===== config.mk =====
export PLATFORM = sky130hd
export DESIGN_NAME = motor_feedback_multiturn_tracker
export DESIGN_NICKNAME = d
export VERILOG_FILES = /design/src/rtl/mft_pkg.sv /design/src/rtl/motor_feedback_multiturn_tracker.sv /design/src/rtl/mft_front.sv /design/src/rtl/mft_queue.sv /design/src/rtl/mft_cdiv.sv /design/src/rtl/mft_back.sv
export SDC_FILE = /design/constraint.sdc
export NUM_CORES = 2
export LEC_CHECK = 0
export BUFFER_PORTS_ARGS = -buffer_cell sky130_fd_sc_hd__buf_2
export CORE_MARGIN = 3
export CORE_UTILIZATION = 41
export CTS_CLUSTER_DIAMETER = 30
export DETAILED_ROUTE_END_ITERATION = 12
export SLEW_MARGIN = 20
export SYNTH_ARGS = -nofsm -noshare
export SYNTH_HDL_FRONTEND = slang
export SYNTH_SLANG_ARGS = --single-unit

===== constraint.sdc =====
create_clock -name i_clk -period 35.2 [get_ports i_clk]
set_input_delay 1.76 -clock i_clk [delete_from_list [all_inputs] [get_ports i_clk]]
set_output_delay 1.76 -clock i_clk [all_outputs]
set_load 0.02 [all_outputs]

===== src/rtl/mft_pkg.sv =====
`default_nettype none

package mft_pkg;

    // block configuration
    localparam int MOTOR_SLOTS         = 4;
    localparam int ENC_COUNTS_PER_TURN = 5119;

    // id registers and slots that can match
    localparam int ID_REGS     = 4;
    localparam int MATCH_SLOTS = (MOTOR_SLOTS < ID_REGS) ? MOTOR_SLOTS : ID_REGS;
    localparam int SLOT_W      = (MATCH_SLOTS > 1) ? $clog2(MATCH_SLOTS) : 1;

    // port widths
    localparam int ID_W        = 11;
    localparam int PAYLOAD_W   = 64;
    localparam int CFG_IDX_W   = 3;
    localparam int TARGET_W    = 3;
    localparam int TOTAL_W     = 32;
    localparam int ROUND_W     = 16;
    localparam int ANGLE_NOW_W = 17;
    localparam int TWICE_W     = 17;
    localparam int CUR_W       = 16;
    localparam int START_W     = 16;
    localparam int TURNS_W     = 20;
    localparam int SPD_W       = 24;

    // register indexes
    localparam logic [CFG_IDX_W-1:0] CFG_MOTOR_A = 3'd0;
    localparam logic [CFG_IDX_W-1:0] CFG_MOTOR_B = 3'd1;
    localparam logic [CFG_IDX_W-1:0] CFG_MOTOR_C = 3'd2;
    localparam logic [CFG_IDX_W-1:0] CFG_MOTOR_D = 3'd3;
    localparam logic [CFG_IDX_W-1:0] CFG_ENCODER = 3'd4;

    localparam logic [ID_W-1:0] MOTOR_ID_RESET [ID_REGS] = '{11'd513, 11'd514, 11'd515, 11'd516};
    localparam logic [ID_W-1:0] ENC_ID_RESET = 11'd0;

    // target codes besides the slot numbers
    localparam logic [TARGET_W-1:0] TGT_ENCODER = 3'd4;
    localparam logic [TARGET_W-1:0] TGT_NONE    = 3'd5;

    // motor frame words
    localparam int ANGLE_W    = 16;
    localparam int WRAP_LIMIT = 4096;
    localparam int TURN_SHIFT = 13;
    localparam int TURN_COUNTS = 8192;

    // encoder path
    localparam int DIV_W     = 32;
    localparam int REM_W     = $clog2(ENC_COUNTS_PER_TURN);
    localparam int SCALE_W   = 13;
    localparam int ABS_W     = 13;
    localparam int ENC_ANG_W = ABS_W + 1;
    localparam int DIFF_W    = ABS_W + 3;
    localparam int STEP_W    = DIFF_W + 1;
    localparam int SPEED_K_W = 10;
    localparam logic [SCALE_W-1:0]   SCALE_COUNTS = 13'd8191;
    localparam logic [SPEED_K_W-1:0] SPEED_Q16    = 10'd918;
    localparam logic [DIV_W-1:0]     DIV_CONST    = DIV_W'(ENC_COUNTS_PER_TURN);
    localparam logic [DIV_W-1:0]     DIV_RECIP    =
        DIV_W'((64'd1 << DIV_W) / ENC_COUNTS_PER_TURN);

    // queue between front and back
    localparam int QUEUE_DEPTH = 2;
    localparam int QPTR_W      = (QUEUE_DEPTH > 1) ? $clog2(QUEUE_DEPTH) : 1;
    localparam int QCNT_W      = $clog2(QUEUE_DEPTH + 1);

    typedef struct packed {
        logic [TARGET_W-1:0] target;
        logic [ANGLE_W-1:0]  angle;
        logic [ANGLE_W-1:0]  speed;
        logic [ANGLE_W-1:0]  current;
        logic [DIV_W-1:0]    enc_count;
    } t_item;

    typedef struct packed {
        logic             done;
        logic [DIV_W-1:0] quotient;
        logic [REM_W-1:0] remainder;
    } t_div_result;

endpackage

`default_nettype wire


===== src/rtl/motor_feedback_multiturn_tracker.sv =====
// channel   direction  handshake                 payload
// in        to block   i_in_valid / o_in_ready   i_frame_id, i_payload
// out       from block o_out_valid / i_out_ready o_target .. o_angular_speed_q16
// cfg       to block   i_cfg_we (no wait)        i_cfg_index, i_cfg_data
//
// a frame transfer is taken every cycle while the two-entry queue has room
// motor and no-match frames pass from the queue head into the output register;
// encoder frames run the constant divider twice in series, then wait in ST_FINISH
// reset is synchronous: ids go to their defaults, all tracking state to zero
// a stalled output holds its register; the back end then stops popping, bar one
// encoder frame held in ST_FINISH, and the queue fills before o_in_ready drops
`default_nettype none

module motor_feedback_multiturn_tracker (
    input  wire logic                                  i_clk,
    input  wire logic                                  i_rst_n,
    // configuration writes
    input  wire logic                                  i_cfg_we,
    input  wire logic [mft_pkg::CFG_IDX_W-1:0]         i_cfg_index,
    input  wire logic [mft_pkg::ID_W-1:0]              i_cfg_data,
    // received frames
    input  wire logic                                  i_in_valid,
    output logic                                       o_in_ready,
    input  wire logic [mft_pkg::ID_W-1:0]              i_frame_id,
    input  wire logic [mft_pkg::PAYLOAD_W-1:0]         i_payload,
    // tracking results
    output logic                                       o_out_valid,
    input  wire logic                                  i_out_ready,
    output logic [mft_pkg::TARGET_W-1:0]               o_target,
    output logic signed [mft_pkg::TOTAL_W-1:0]         o_total_angle,
    output logic signed [mft_pkg::ROUND_W-1:0]         o_round_count,
    output logic signed [mft_pkg::ANGLE_NOW_W-1:0]     o_angle_now,
    output logic signed [mft_pkg::TWICE_W-1:0]         o_speed_twice_avg,
    output logic signed [mft_pkg::CUR_W-1:0]           o_motor_current,
    output logic [mft_pkg::START_W-1:0]                o_start_angle,
    output logic signed [mft_pkg::TURNS_W-1:0]         o_encoder_raw_turns,
    output logic [mft_pkg::SPD_W-1:0]                  o_angular_speed_q16
);
    import mft_pkg::*;

    t_item            front_item;
    t_item            head_item;
    logic             push;
    logic             head_valid;
    logic             pop;
    logic             div_start;
    logic [DIV_W-1:0] div_dividend;
    t_div_result      div_result;

    // front: id registers, id match and field unpack
    mft_front u_front (
        .i_clk       (i_clk),
        .i_rst_n     (i_rst_n),
        .i_cfg_we    (i_cfg_we),
        .i_cfg_index (i_cfg_index),
        .i_cfg_data  (i_cfg_data),
        .i_frame_id  (i_frame_id),
        .i_payload   (i_payload),
        .o_item      (front_item)
    );

    // a frame transfer pushes the classified item
    assign push = i_in_valid && o_in_ready;

    // short queue so front and back stall independently
    mft_queue u_queue (
        .i_clk   (i_clk),
        .i_rst_n (i_rst_n),
        .i_push  (push),
        .i_item  (front_item),
        .o_ready (o_in_ready),
        .i_pop   (pop),
        .o_valid (head_valid),
        .o_item  (head_item)
    );

    // shared divider for turn split and angle rescale
    mft_cdiv u_cdiv (
        .i_clk      (i_clk),
        .i_rst_n    (i_rst_n),
        .i_start    (div_start),
        .i_dividend (div_dividend),
        .o_result   (div_result)
    );

    // back: slot and encoder tracking, output register
    mft_back u_back (
        .i_clk               (i_clk),
        .i_rst_n             (i_rst_n),
        .i_head_valid        (head_valid),
        .i_head              (head_item),
        .o_pop               (pop),
        .o_div_start         (div_start),
        .o_div_dividend      (div_dividend),
        .i_div               (div_result),
        .o_out_valid         (o_out_valid),
        .i_out_ready         (i_out_ready),
        .o_target            (o_target),
        .o_total_angle       (o_total_angle),
        .o_round_count       (o_round_count),
        .o_angle_now         (o_angle_now),
        .o_speed_twice_avg   (o_speed_twice_avg),
        .o_motor_current     (o_motor_current),
        .o_start_angle       (o_start_angle),
        .o_encoder_raw_turns (o_encoder_raw_turns),
        .o_angular_speed_q16 (o_angular_speed_q16)
    );

endmodule

`default_nettype wire


===== src/rtl/mft_front.sv =====
`default_nettype none

module mft_front (
    input  wire logic                          i_clk,
    input  wire logic                          i_rst_n,
    input  wire logic                          i_cfg_we,
    input  wire logic [mft_pkg::CFG_IDX_W-1:0] i_cfg_index,
    input  wire logic [mft_pkg::ID_W-1:0]      i_cfg_data,
    input  wire logic [mft_pkg::ID_W-1:0]      i_frame_id,
    input  wire logic [mft_pkg::PAYLOAD_W-1:0] i_payload,
    output mft_pkg::t_item                     o_item
);
    import mft_pkg::*;

    logic [ID_W-1:0]     r_motor_id [ID_REGS];
    logic [ID_W-1:0]     r_enc_id;
    logic [TARGET_W-1:0] match_target;

    always_ff @(posedge i_clk) begin
        if (!i_rst_n) begin
            for (int i = 0; i < ID_REGS; i++) begin
                r_motor_id[i] <= MOTOR_ID_RESET[i];
            end
            r_enc_id <= ENC_ID_RESET;
        end else if (i_cfg_we) begin
            case (i_cfg_index)
                CFG_MOTOR_A: r_motor_id[0] <= i_cfg_data;
                CFG_MOTOR_B: r_motor_id[1] <= i_cfg_data;
                CFG_MOTOR_C: r_motor_id[2] <= i_cfg_data;
                CFG_MOTOR_D: r_motor_id[3] <= i_cfg_data;
                CFG_ENCODER: r_enc_id      <= i_cfg_data;
                default: ;
            endcase
        end
    end

    // lowest matching slot wins, any slot beats the encoder
    always_comb begin
        match_target = TGT_NONE;
        if (i_frame_id == r_enc_id) begin
            match_target = TGT_ENCODER;
        end
        for (int i = MATCH_SLOTS - 1; i >= 0; i--) begin
            if (r_motor_id[i] == i_frame_id) begin
                match_target = TARGET_W'(i);
            end
        end
    end

    assign o_item.target = match_target;

    // big-endian motor words, little-endian encoder count in bytes 3..6
    assign o_item.angle     = i_payload[63:48];
    assign o_item.speed     = i_payload[47:32];
    assign o_item.current   = i_payload[31:16];
    assign o_item.enc_count = {i_payload[15:8], i_payload[23:16],
                               i_payload[31:24], i_payload[39:32]};

endmodule

`default_nettype wire


===== src/rtl/mft_queue.sv =====
`default_nettype none

module mft_queue (
    input  wire logic    i_clk,
    input  wire logic    i_rst_n,
    input  wire logic    i_push,
    input  wire mft_pkg::t_item i_item,
    output logic         o_ready,
    input  wire logic    i_pop,
    output logic         o_valid,
    output mft_pkg::t_item o_item
);
    import mft_pkg::*;

    t_item             r_mem [QUEUE_DEPTH];
    logic [QPTR_W-1:0] r_wr_ptr;
    logic [QPTR_W-1:0] r_rd_ptr;
    logic [QCNT_W-1:0] r_count;

    function automatic logic [QPTR_W-1:0] ptr_inc(input logic [QPTR_W-1:0] p);
        return (p == QPTR_W'(QUEUE_DEPTH - 1)) ? '0 : p + 1'b1;
    endfunction

    assign o_ready = (r_count != QCNT_W'(QUEUE_DEPTH));
    assign o_valid = (r_count != '0);
    assign o_item  = r_mem[r_rd_ptr];

    always_ff @(posedge i_clk) begin
        if (i_push) begin
            r_mem[r_wr_ptr] <= i_item;
        end
    end

    always_ff @(posedge i_clk) begin
        if (!i_rst_n) begin
            r_wr_ptr <= '0;
            r_rd_ptr <= '0;
            r_count  <= '0;
        end else begin
            if (i_push) begin
                r_wr_ptr <= ptr_inc(r_wr_ptr);
            end
            if (i_pop) begin
                r_rd_ptr <= ptr_inc(r_rd_ptr);
            end
            if (i_push && !i_pop) begin
                r_count <= r_count + 1'b1;
            end else if (!i_push && i_pop) begin
                r_count <= r_count - 1'b1;
            end
        end
    end

`ifndef SYNTH
    a_count_bound: assert property (@(posedge i_clk) disable iff (!i_rst_n)
        r_count <= QCNT_W'(QUEUE_DEPTH))
        else $error("queue count beyond depth");
`endif

endmodule

`default_nettype wire


===== src/rtl/mft_cdiv.sv =====
`default_nettype none

// divide by the encoder counts per turn: reciprocal multiply, back-multiply,
// one correction step; one operation in flight
module mft_cdiv (
    input  wire logic                      i_clk,
    input  wire logic                      i_rst_n,
    input  wire logic                      i_start,
    input  wire logic [mft_pkg::DIV_W-1:0] i_dividend,
    output mft_pkg::t_div_result           o_result
);
    import mft_pkg::*;

    logic                   r_s1_vld;
    logic                   r_s2_vld;
    logic                   r_done;
    logic [DIV_W-1:0]       r_x;
    logic [2*DIV_W-1:0]     r_prod;
    logic [DIV_W-1:0]       r_qe;
    logic [DIV_W-1:0]       r_qd;
    logic [DIV_W-1:0]       r_q;
    logic [REM_W-1:0]       r_r;
    logic [DIV_W-1:0]       qe;
    logic [2*DIV_W-1:0]     qd_full;
    logic [DIV_W-1:0]       rem_est;
    logic                   corr;

    assign qe      = r_prod[2*DIV_W-1:DIV_W];
    assign qd_full = (2*DIV_W)'(qe) * (2*DIV_W)'(DIV_CONST);
    assign rem_est = r_x - r_qd;
    assign corr    = (rem_est >= DIV_CONST);

    always_ff @(posedge i_clk) begin
        if (!i_rst_n) begin
            r_s1_vld <= 1'b0;
            r_s2_vld <= 1'b0;
            r_done   <= 1'b0;
        end else begin
            r_s1_vld <= i_start;
            r_s2_vld <= r_s1_vld;
            r_done   <= r_s2_vld;
        end
    end

    always_ff @(posedge i_clk) begin
        if (i_start) begin
            r_x    <= i_dividend;
            r_prod <= (2*DIV_W)'(i_dividend) * (2*DIV_W)'(DIV_RECIP);
        end
        if (r_s1_vld) begin
            r_qe <= qe;
            r_qd <= qd_full[DIV_W-1:0];
        end
        if (r_s2_vld) begin
            r_q <= corr ? r_qe + 1'b1 : r_qe;
            r_r <= REM_W'(corr ? rem_est - DIV_CONST : rem_est);
        end
    end

    assign o_result.done      = r_done;
    assign o_result.quotient  = r_q;
    assign o_result.remainder = r_r;

`ifndef SYNTH
    a_rem_range: assert property (@(posedge i_clk) disable iff (!i_rst_n)
        r_done |-> (DIV_W'(r_r) < DIV_CONST))
        else $error("divider remainder not below divisor");
`endif

endmodule

`default_nettype wire


===== src/rtl/mft_back.sv =====
`default_nettype none

module mft_back (
    input  wire logic                                  i_clk,
    input  wire logic                                  i_rst_n,
    input  wire logic                                  i_head_valid,
    input  wire mft_pkg::t_item                        i_head,
    output logic                                       o_pop,
    output logic                                       o_div_start,
    output logic [mft_pkg::DIV_W-1:0]                  o_div_dividend,
    input  wire mft_pkg::t_div_result                  i_div,
    output logic                                       o_out_valid,
    input  wire logic                                  i_out_ready,
    output logic [mft_pkg::TARGET_W-1:0]               o_target,
    output logic signed [mft_pkg::TOTAL_W-1:0]         o_total_angle,
    output logic signed [mft_pkg::ROUND_W-1:0]         o_round_count,
    output logic signed [mft_pkg::ANGLE_NOW_W-1:0]     o_angle_now,
    output logic signed [mft_pkg::TWICE_W-1:0]         o_speed_twice_avg,
    output logic signed [mft_pkg::CUR_W-1:0]           o_motor_current,
    output logic [mft_pkg::START_W-1:0]                o_start_angle,
    output logic signed [mft_pkg::TURNS_W-1:0]         o_encoder_raw_turns,
    output logic [mft_pkg::SPD_W-1:0]                  o_angular_speed_q16
);
    import mft_pkg::*;

    localparam int SCALED_W = REM_W + SCALE_W;
    localparam int SPROD_W  = DIFF_W + SPEED_K_W;

    typedef enum logic [2:0] {
        ST_IDLE,
        ST_LOAD,
        ST_DIV_TURNS,
        ST_SCALE,
        ST_DIV_ANGLE,
        ST_FINISH
    } t_state;

    t_state r_state;

    // per-slot tracking state
    logic [ANGLE_W-1:0] r_slot_angle   [MATCH_SLOTS];
    logic [ANGLE_W-1:0] r_slot_speed   [MATCH_SLOTS];
    logic [ROUND_W-1:0] r_slot_rounds  [MATCH_SLOTS];
    logic [START_W-1:0] r_slot_start   [MATCH_SLOTS];
    logic               r_slot_started [MATCH_SLOTS];

    // encoder tracking state
    logic signed [ENC_ANG_W-1:0] r_enc_last;
    logic [TOTAL_W-1:0]          r_enc_total;
    logic [ROUND_W-1:0]          r_enc_rounds;

    // encoder working registers
    logic [DIV_W-1:0] r_dividend;
    logic             r_neg;
    logic [DIV_W-1:0] r_turns;
    logic [ABS_W-1:0] r_abs;

    // output register
    logic                   r_out_valid;
    logic [TARGET_W-1:0]    r_out_target;
    logic [TOTAL_W-1:0]     r_out_total;
    logic [ROUND_W-1:0]     r_out_rounds;
    logic [ANGLE_NOW_W-1:0] r_out_angle;
    logic [TWICE_W-1:0]     r_out_twice;
    logic [CUR_W-1:0]       r_out_current;
    logic [START_W-1:0]     r_out_start;
    logic [TURNS_W-1:0]     r_out_turns;
    logic [SPD_W-1:0]       r_out_speed;

    logic                     out_free;
    logic                     out_load;
    logic                     head_enc;
    logic                     head_none;
    logic [SLOT_W-1:0]        slot;
    logic signed [ANGLE_W:0]  m_diff;
    logic [ROUND_W-1:0]       m_rounds;
    logic [TOTAL_W-1:0]       m_total;
    logic signed [TWICE_W-1:0] m_twice;
    logic [START_W-1:0]       m_start;
    logic [DIV_W-1:0]         h_neg;
    logic [DIV_W-1:0]         h_mag;
    logic [DIV_W-1:0]         scaled;
    logic signed [ENC_ANG_W-1:0] e_ang;
    logic signed [DIFF_W-1:0] e_diff;
    logic [DIFF_W-1:0]        e_mag;
    logic signed [STEP_W-1:0] e_step;
    logic [ROUND_W-1:0]       e_rounds;
    logic [TOTAL_W-1:0]       e_total;
    logic [SPROD_W-1:0]       e_sprod;
    logic [DIV_W-1:0]         e_turns;

    assign out_free  = !r_out_valid || i_out_ready;
    assign head_enc  = (i_head.target == TGT_ENCODER);
    assign head_none = (i_head.target == TGT_NONE);
    assign slot      = i_head.target[SLOT_W-1:0];
    assign o_pop     = (r_state == ST_IDLE) && i_head_valid && (head_enc || out_free);
    // the output register takes a new result
    assign out_load  = (o_pop && !head_enc) || ((r_state == ST_FINISH) && out_free);

    // motor frame: wrap detect on the raw angle step
    always_comb begin
        m_diff = $signed({1'b0, i_head.angle}) - $signed({1'b0, r_slot_angle[slot]});
        if (m_diff > WRAP_LIMIT) begin
            m_rounds = r_slot_rounds[slot] - 1'b1;
        end else if (m_diff < -WRAP_LIMIT) begin
            m_rounds = r_slot_rounds[slot] + 1'b1;
        end else begin
            m_rounds = r_slot_rounds[slot];
        end
        m_total = (TOTAL_W'($signed(m_rounds)) << TURN_SHIFT) + TOTAL_W'(i_head.angle);
        m_twice = TWICE_W'($signed(i_head.speed)) + TWICE_W'($signed(r_slot_speed[slot]));
        m_start = r_slot_started[slot] ? r_slot_start[slot] : i_head.angle;
    end

    // encoder count negated; divide its magnitude, sign applied afterwards
    assign h_neg = DIV_W'(0) - i_head.enc_count;
    assign h_mag = h_neg[DIV_W-1] ? i_head.enc_count : h_neg;

    assign scaled = DIV_W'(SCALED_W'(i_div.remainder) * SCALED_W'(SCALE_COUNTS));

    assign o_div_start    = (r_state == ST_LOAD) || (r_state == ST_SCALE);
    assign o_div_dividend = r_dividend;

    // encoder finish: accumulate total with wrap correction, form speed and turns
    always_comb begin
        e_ang  = r_neg ? -$signed({1'b0, r_abs}) : $signed({1'b0, r_abs});
        e_diff = DIFF_W'(e_ang) - DIFF_W'(r_enc_last);
        e_mag  = (e_diff < 0) ? DIFF_W'(-e_diff) : DIFF_W'(e_diff);
        e_step = STEP_W'(e_diff);
        e_rounds = r_enc_rounds;
        if (e_diff > WRAP_LIMIT) begin
            e_rounds = r_enc_rounds - 1'b1;
            e_step   = STEP_W'(e_diff) - STEP_W'(TURN_COUNTS);
        end else if (e_diff < -WRAP_LIMIT) begin
            e_rounds = r_enc_rounds + 1'b1;
            e_step   = STEP_W'(e_diff) + STEP_W'(TURN_COUNTS);
        end
        e_total = r_enc_total + TOTAL_W'(e_step);
        e_sprod = SPROD_W'(e_mag) * SPROD_W'(SPEED_Q16);
        e_turns = r_neg ? DIV_W'(0) - r_turns : r_turns;
    end

    always_ff @(posedge i_clk) begin
        if (!i_rst_n) begin
            r_state     <= ST_IDLE;
            r_out_valid <= 1'b0;
            for (int i = 0; i < MATCH_SLOTS; i++) begin
                r_slot_angle[i]   <= '0;
                r_slot_speed[i]   <= '0;
                r_slot_rounds[i]  <= '0;
                r_slot_start[i]   <= '0;
                r_slot_started[i] <= 1'b0;
            end
            r_enc_last   <= '0;
            r_enc_total  <= '0;
            r_enc_rounds <= '0;
        end else begin
            if (out_load) begin
                r_out_valid <= 1'b1;
            end else if (r_out_valid && i_out_ready) begin
                r_out_valid <= 1'b0;
            end
            case (r_state)
                ST_IDLE: begin
                    if (o_pop && head_enc) begin
                        r_dividend <= h_mag;
                        r_neg      <= h_neg[DIV_W-1];
                        r_state    <= ST_LOAD;
                    end else if (o_pop) begin
                        r_out_target  <= i_head.target;
                        r_out_turns   <= '0;
                        r_out_speed   <= '0;
                        if (head_none) begin
                            r_out_total   <= '0;
                            r_out_rounds  <= '0;
                            r_out_angle   <= '0;
                            r_out_twice   <= '0;
                            r_out_current <= '0;
                            r_out_start   <= '0;
                        end else begin
                            r_slot_angle[slot]   <= i_head.angle;
                            r_slot_speed[slot]   <= i_head.speed;
                            r_slot_rounds[slot]  <= m_rounds;
                            r_slot_start[slot]   <= m_start;
                            r_slot_started[slot] <= 1'b1;
                            r_out_total   <= m_total;
                            r_out_rounds  <= m_rounds;
                            r_out_angle   <= ANGLE_NOW_W'(i_head.angle);
                            r_out_twice   <= m_twice;
                            r_out_current <= i_head.current;
                            r_out_start   <= m_start;
                        end
                    end
                end
                ST_LOAD: begin
                    r_state <= ST_DIV_TURNS;
                end
                ST_DIV_TURNS: begin
                    if (i_div.done) begin
                        r_turns    <= i_div.quotient;
                        r_dividend <= scaled;
                        r_state    <= ST_SCALE;
                    end
                end
                ST_SCALE: begin
                    r_state <= ST_DIV_ANGLE;
                end
                ST_DIV_ANGLE: begin
                    if (i_div.done) begin
                        r_abs   <= i_div.quotient[ABS_W-1:0];
                        r_state <= ST_FINISH;
                    end
                end
                ST_FINISH: begin
                    if (out_free) begin
                        r_enc_last    <= e_ang;
                        r_enc_total   <= e_total;
                        r_enc_rounds  <= e_rounds;
                        r_out_target  <= TGT_ENCODER;
                        r_out_total   <= e_total;
                        r_out_rounds  <= e_rounds;
                        r_out_angle   <= ANGLE_NOW_W'(e_ang);
                        r_out_twice   <= '0;
                        r_out_current <= '0;
                        r_out_start   <= '0;
                        r_out_turns   <= e_turns[TURNS_W-1:0];
                        r_out_speed   <= e_sprod[SPD_W-1:0];
                        r_state       <= ST_IDLE;
                    end
                end
                default: begin
                    r_state <= ST_IDLE;
                end
            endcase
        end
    end

    assign o_out_valid         = r_out_valid;
    assign o_target            = r_out_target;
    assign o_total_angle       = $signed(r_out_total);
    assign o_round_count       = $signed(r_out_rounds);
    assign o_angle_now         = $signed(r_out_angle);
    assign o_speed_twice_avg   = $signed(r_out_twice);
    assign o_motor_current     = $signed(r_out_current);
    assign o_start_angle       = r_out_start;
    assign o_encoder_raw_turns = $signed(r_out_turns);
    assign o_angular_speed_q16 = r_out_speed;

`ifndef SYNTH
    a_done_in_div: assert property (@(posedge i_clk) disable iff (!i_rst_n)
        i_div.done |-> (r_state == ST_DIV_TURNS || r_state == ST_DIV_ANGLE))
        else $error("divider result outside a divide step");
    a_angle_range: assert property (@(posedge i_clk) disable iff (!i_rst_n)
        (r_state == ST_DIV_ANGLE && i_div.done) |->
            (i_div.quotient < DIV_W'(SCALE_COUNTS)))
        else $error("rescaled encoder angle out of range");
    a_finish_out: assert property (@(posedge i_clk) disable iff (!i_rst_n)
        (r_state == ST_FINISH && out_free) |=>
            (r_out_valid && r_out_target == TGT_ENCODER && r_state == ST_IDLE))
        else $error("encoder result not loaded on finish");
`endif

endmodule

`default_nettype wire

==> qor.txt <==
worst skew pair latency -> 0.81 ns
Worst R2R Start -> u_back.r_neg
Final WS setup -> 25.66 ns
crit path launch type -> flop
LEAKAGE -> 31.30 nW
PwrDens -> 57.23 nW/um^2
actual slew at the worst max-slew pin -> 1.086 ns
share of layout cells above drive strength 1 -> 12.85%
Nets -> 7054
Hold Vio Cnt, Final -> 0
chip width -> 397.2 um
R2R cell count -> 33
Routed WL -> 157.2 mm
Critical Path RT -> 35.80 ns
sequential fraction of the synthesis area -> 40.18%
Power, Total -> 4.200 mW
crit path to -> u_back.o_angular_speed_q16[23]
clock-pin slew on the worst setup and hold paths -> 0.04 ns
status -> completed
Synth area leader -> edfxtp_1
synth-to-layout area growth -> 16.93%
r2r endpoint -> u_back.o_angular_speed_q16[23]
routed via count -> 42480
CTS tree -> built
hold_buf cts -> 0
Max Clk Rate -> 0.1048 GHz
Crit Path Max Fanout -> 32
final setup vio count -> 0
Crit. Startpoint -> u_back.r_neg
chip height -> 397.2 um
Tmin final -> 9.539 ns
Avg Vias per Cell -> 5.221
CTS Buffer Depth -> 3
row count -> 142
num ports -> 257
worst stage delay on the critical path -> 0.99 ns
count of pins over their slew limit -> 0
Hold Worst Slack -> 0.4139 ns
setup TNS -> 0 ns
Worst Path Arrival -> 10.14 ns
Synth Cell Area -> 62750 um^2
non-filler instance count after layout -> 8136
fin area -> 73380 um^2
post-synth top area share -> 37.37%
Crit Path Category -> flop to flop
Reg2Reg Setup Slack -> 25.66 ns
Die ar. -> 157800 um^2
first-pass GRT wire length -> 248.6 mm
largest net degree at the start of global routing -> 161
Syn Nets -> 6720
average wire per standard cell -> 19.33 um
Detailed Routing Iterations Pass 1 -> 6
CTS buffer count -> 196
total track usage -> 20.18%
VDD IR-drop max -> 53.73 uV
grt ovf -> 0
RSZ-0062 raised after global routing -> false
core area -> 151000 um^2
placed cell areas -> 66440 um^2
post-CTS resize count -> 0
Top FF cell, synth -> edfxtp_1
most used cell, CP -> inv_1
FILL cells -> 13600
Post-CTS Setup Inserts -> 0
clk sinks -> 869
Starting Density -> 41.55%
Synth area leaders -> edfxtp_1, fa_1, ha_1
DRC -> 0
CTS H-Tree Depth -> 4
post-DP HPWL -> 116.4 mm
Max Cap Violations -> 0
antenna-violating nets left -> 0
antenna violations before repair -> 3
HP Class -> flop to flop
period utilization -> 27.10%
Port Buf Inserts -> 247
DR iter-0 viols -> 2814
syn_area_per_cell -> 11.18 um^2
vias in the first global route -> 44020
library cells used by synthesis -> 99
Critical Path Slowest Stage Cell -> edfxtp_1
Post-synth EDFFs -> 781
Worst Skew -> 0.07871 ns
routability cong. -> 0.8986
Post-Syn Instances -> 5612
Yosys reg bits -> 869
CP endpoint kind -> flop
clk root buf -> clkbuf_16
Syn. warnings -> 0
Rel. slew slack -> 27.63%
Async S/R FF share, synth -> 0%
final core utilization -> 48.59%
dpl ws -> 25.71 ns
dpl cells -> 7764
[cells in the final DEF (no fill, tap or decap), types with 18 or more instances in the layout]
cell        instances
dfxtp_1            86
edfxtp_1          781
clkinvlp_4         23
clkbuf_16         197
and2_1             65
xnor2_1           191
nor2_1            615
a211oi_1           48
nor3b_1            20
buf_4              57
nand3_1            73
buf_2             247
nor4_1             34
o21ai_0           141
mux4_2             65
nand4_1            35
inv_6              25
o21a_1             37
xor2_1            181
mux2i_1            76
nand2b_1           34
o21bai_1           27
ha_1              539
nor3_1             79
inv_1             837
o31ai_1            20
nor2b_1            33
a21o_1             63
a21oi_1           231
clkinv_2           26
o211ai_1           18
nand2_1           220
o41ai_1            18
or3_1              51
bufinv_16          24
fa_1              475
a31oi_1            33
o22ai_1            50
clkinv_1           21
and3_1             35
[how the worst min path moves through the flow]
stage              startpoint                  to  slack, ns  cells past startpoint
6_report       u_cdiv.r_q[13]  u_back.r_turns[13]       0.41                      0
5_1_grt        u_cdiv.r_q[19]  u_back.r_turns[19]       0.42                      0
4_1_cts        u_cdiv.r_q[13]  u_back.r_turns[13]       0.42                      0
3_5_place_dp   u_cdiv.r_q[13]  u_back.r_turns[13]       0.41                      0
3_3_place_gp   u_cdiv.r_q[13]  u_back.r_turns[13]       0.40                      0
2_1_floorplan  u_cdiv.r_q[13]  u_back.r_turns[13]       0.40                      0
[synth_stat cells, drive strengths merged, types with 8 or more instances]
| library cell | instances |
|---|---|
| nor3 | 80 |
| o211a | 8 |
| a21oi | 233 |
| fa | 475 |
| nand2b | 34 |
| clkbuf | 120 |
| or3 | 52 |
| a31oi | 34 |
| xor2 | 182 |
| nand3 | 76 |
| o31a | 13 |
| nor4 | 37 |
| o41ai | 19 |
| a2111oi | 9 |
| and3 | 36 |
| and2 | 66 |
| o2111ai | 8 |
| buf | 49 |
| mux2 | 9 |
| o31ai | 20 |
| inv | 838 |
| o211ai | 20 |
| o21ai | 144 |
| nor3b | 20 |
| mux4 | 65 |
| nor2b | 34 |
| xnor2 | 191 |
| or2 | 20 |
| nor2 | 621 |
| ha | 539 |
| edfxtp | 781 |
| nand4 | 35 |
| dfxtp | 88 |
| nand2 | 224 |
| a211oi | 48 |
| o21a | 37 |
| a21o | 63 |
| o21bai | 27 |
| mux2i | 78 |
| or4 | 18 |
| o22ai | 50 |
[report_power, final]
part / leakage [nW] / internal, mW / total [mW] / switching (mW)
clock network: 3.31 / 1.23 / 1.86 / 0.635
logic: 19.8 / 0.334 / 1.01 / 0.675
registers: 8.22 / 1.28 / 1.33 / 0.0412
[kinds of logic (layout without fill, tap and decap cells)]
kind of cell	Yosys count	after routing	share of synthesized area [%]
and+or+nand+nor	1386	1386	10.42
muxes	152	152	3.738
AOI/OAI and AO/OA	808	808	8.424
xor gates and xnor gates	373	373	5.206
other	1	2	0.005976
DFF	869	869	40.18
buffers and inverters	1007	1514	6.089
adders and majority gates	1016	1016	25.93
[final cells by class]
class,instances,area (um^2),share of cell area [%]
antenna,1,2.502,0.003410
clock buffer,219,5072,6.913
clock inverter,152,1856,2.529
inverter,838,3146,4.287
multi-input combinational,3736,33880,46.17
sequential,869,25220,34.37
tap,2016,2522,3.438
timing repair buffer,305,1684,2.295
[state kept, by name, summed over array words and instances, names as in the netlist, 19 cells and up, named ones only]
signal	count
u_back.o_angular_speed_q16	23
u_back.o_div_dividend	32
u_back.o_encoder_raw_turns	20
u_back.o_total_angle	32
u_back.r_enc_total	32
u_back.r_slot_angle	64
u_back.r_slot_rounds	64
u_back.r_slot_speed	64
u_back.r_slot_start	64
u_back.r_turns	20
u_cdiv.r_prod	20
u_cdiv.r_q	20
u_cdiv.r_qd	32
u_cdiv.r_qe	19
u_cdiv.r_x	32
u_front.r_motor_id	44
u_queue.r_mem	118
[worst max-delay path: cells and delay by family (launching register included)]
kind / cells / cell delay, ns
fa+ha+maj: 6 / 2.66
xor+xnor: 2 / 0.46
buf+inv: 7 / 0.89
simple gates: 6 / 1.12
flops: 1 / 0.99
compound gates: 12 / 3.21
[per-layer routing]
layer  track usage (%)  wire, um  vias up
met5                 0        13        -
met4             5.741      3899        2
met3             3.221      8170      232
met2             34.25     76920     1057
met1             26.73     68240    21070
li1                  -         -    20120
Note: power is estimated with default switching activity, not from simulation.
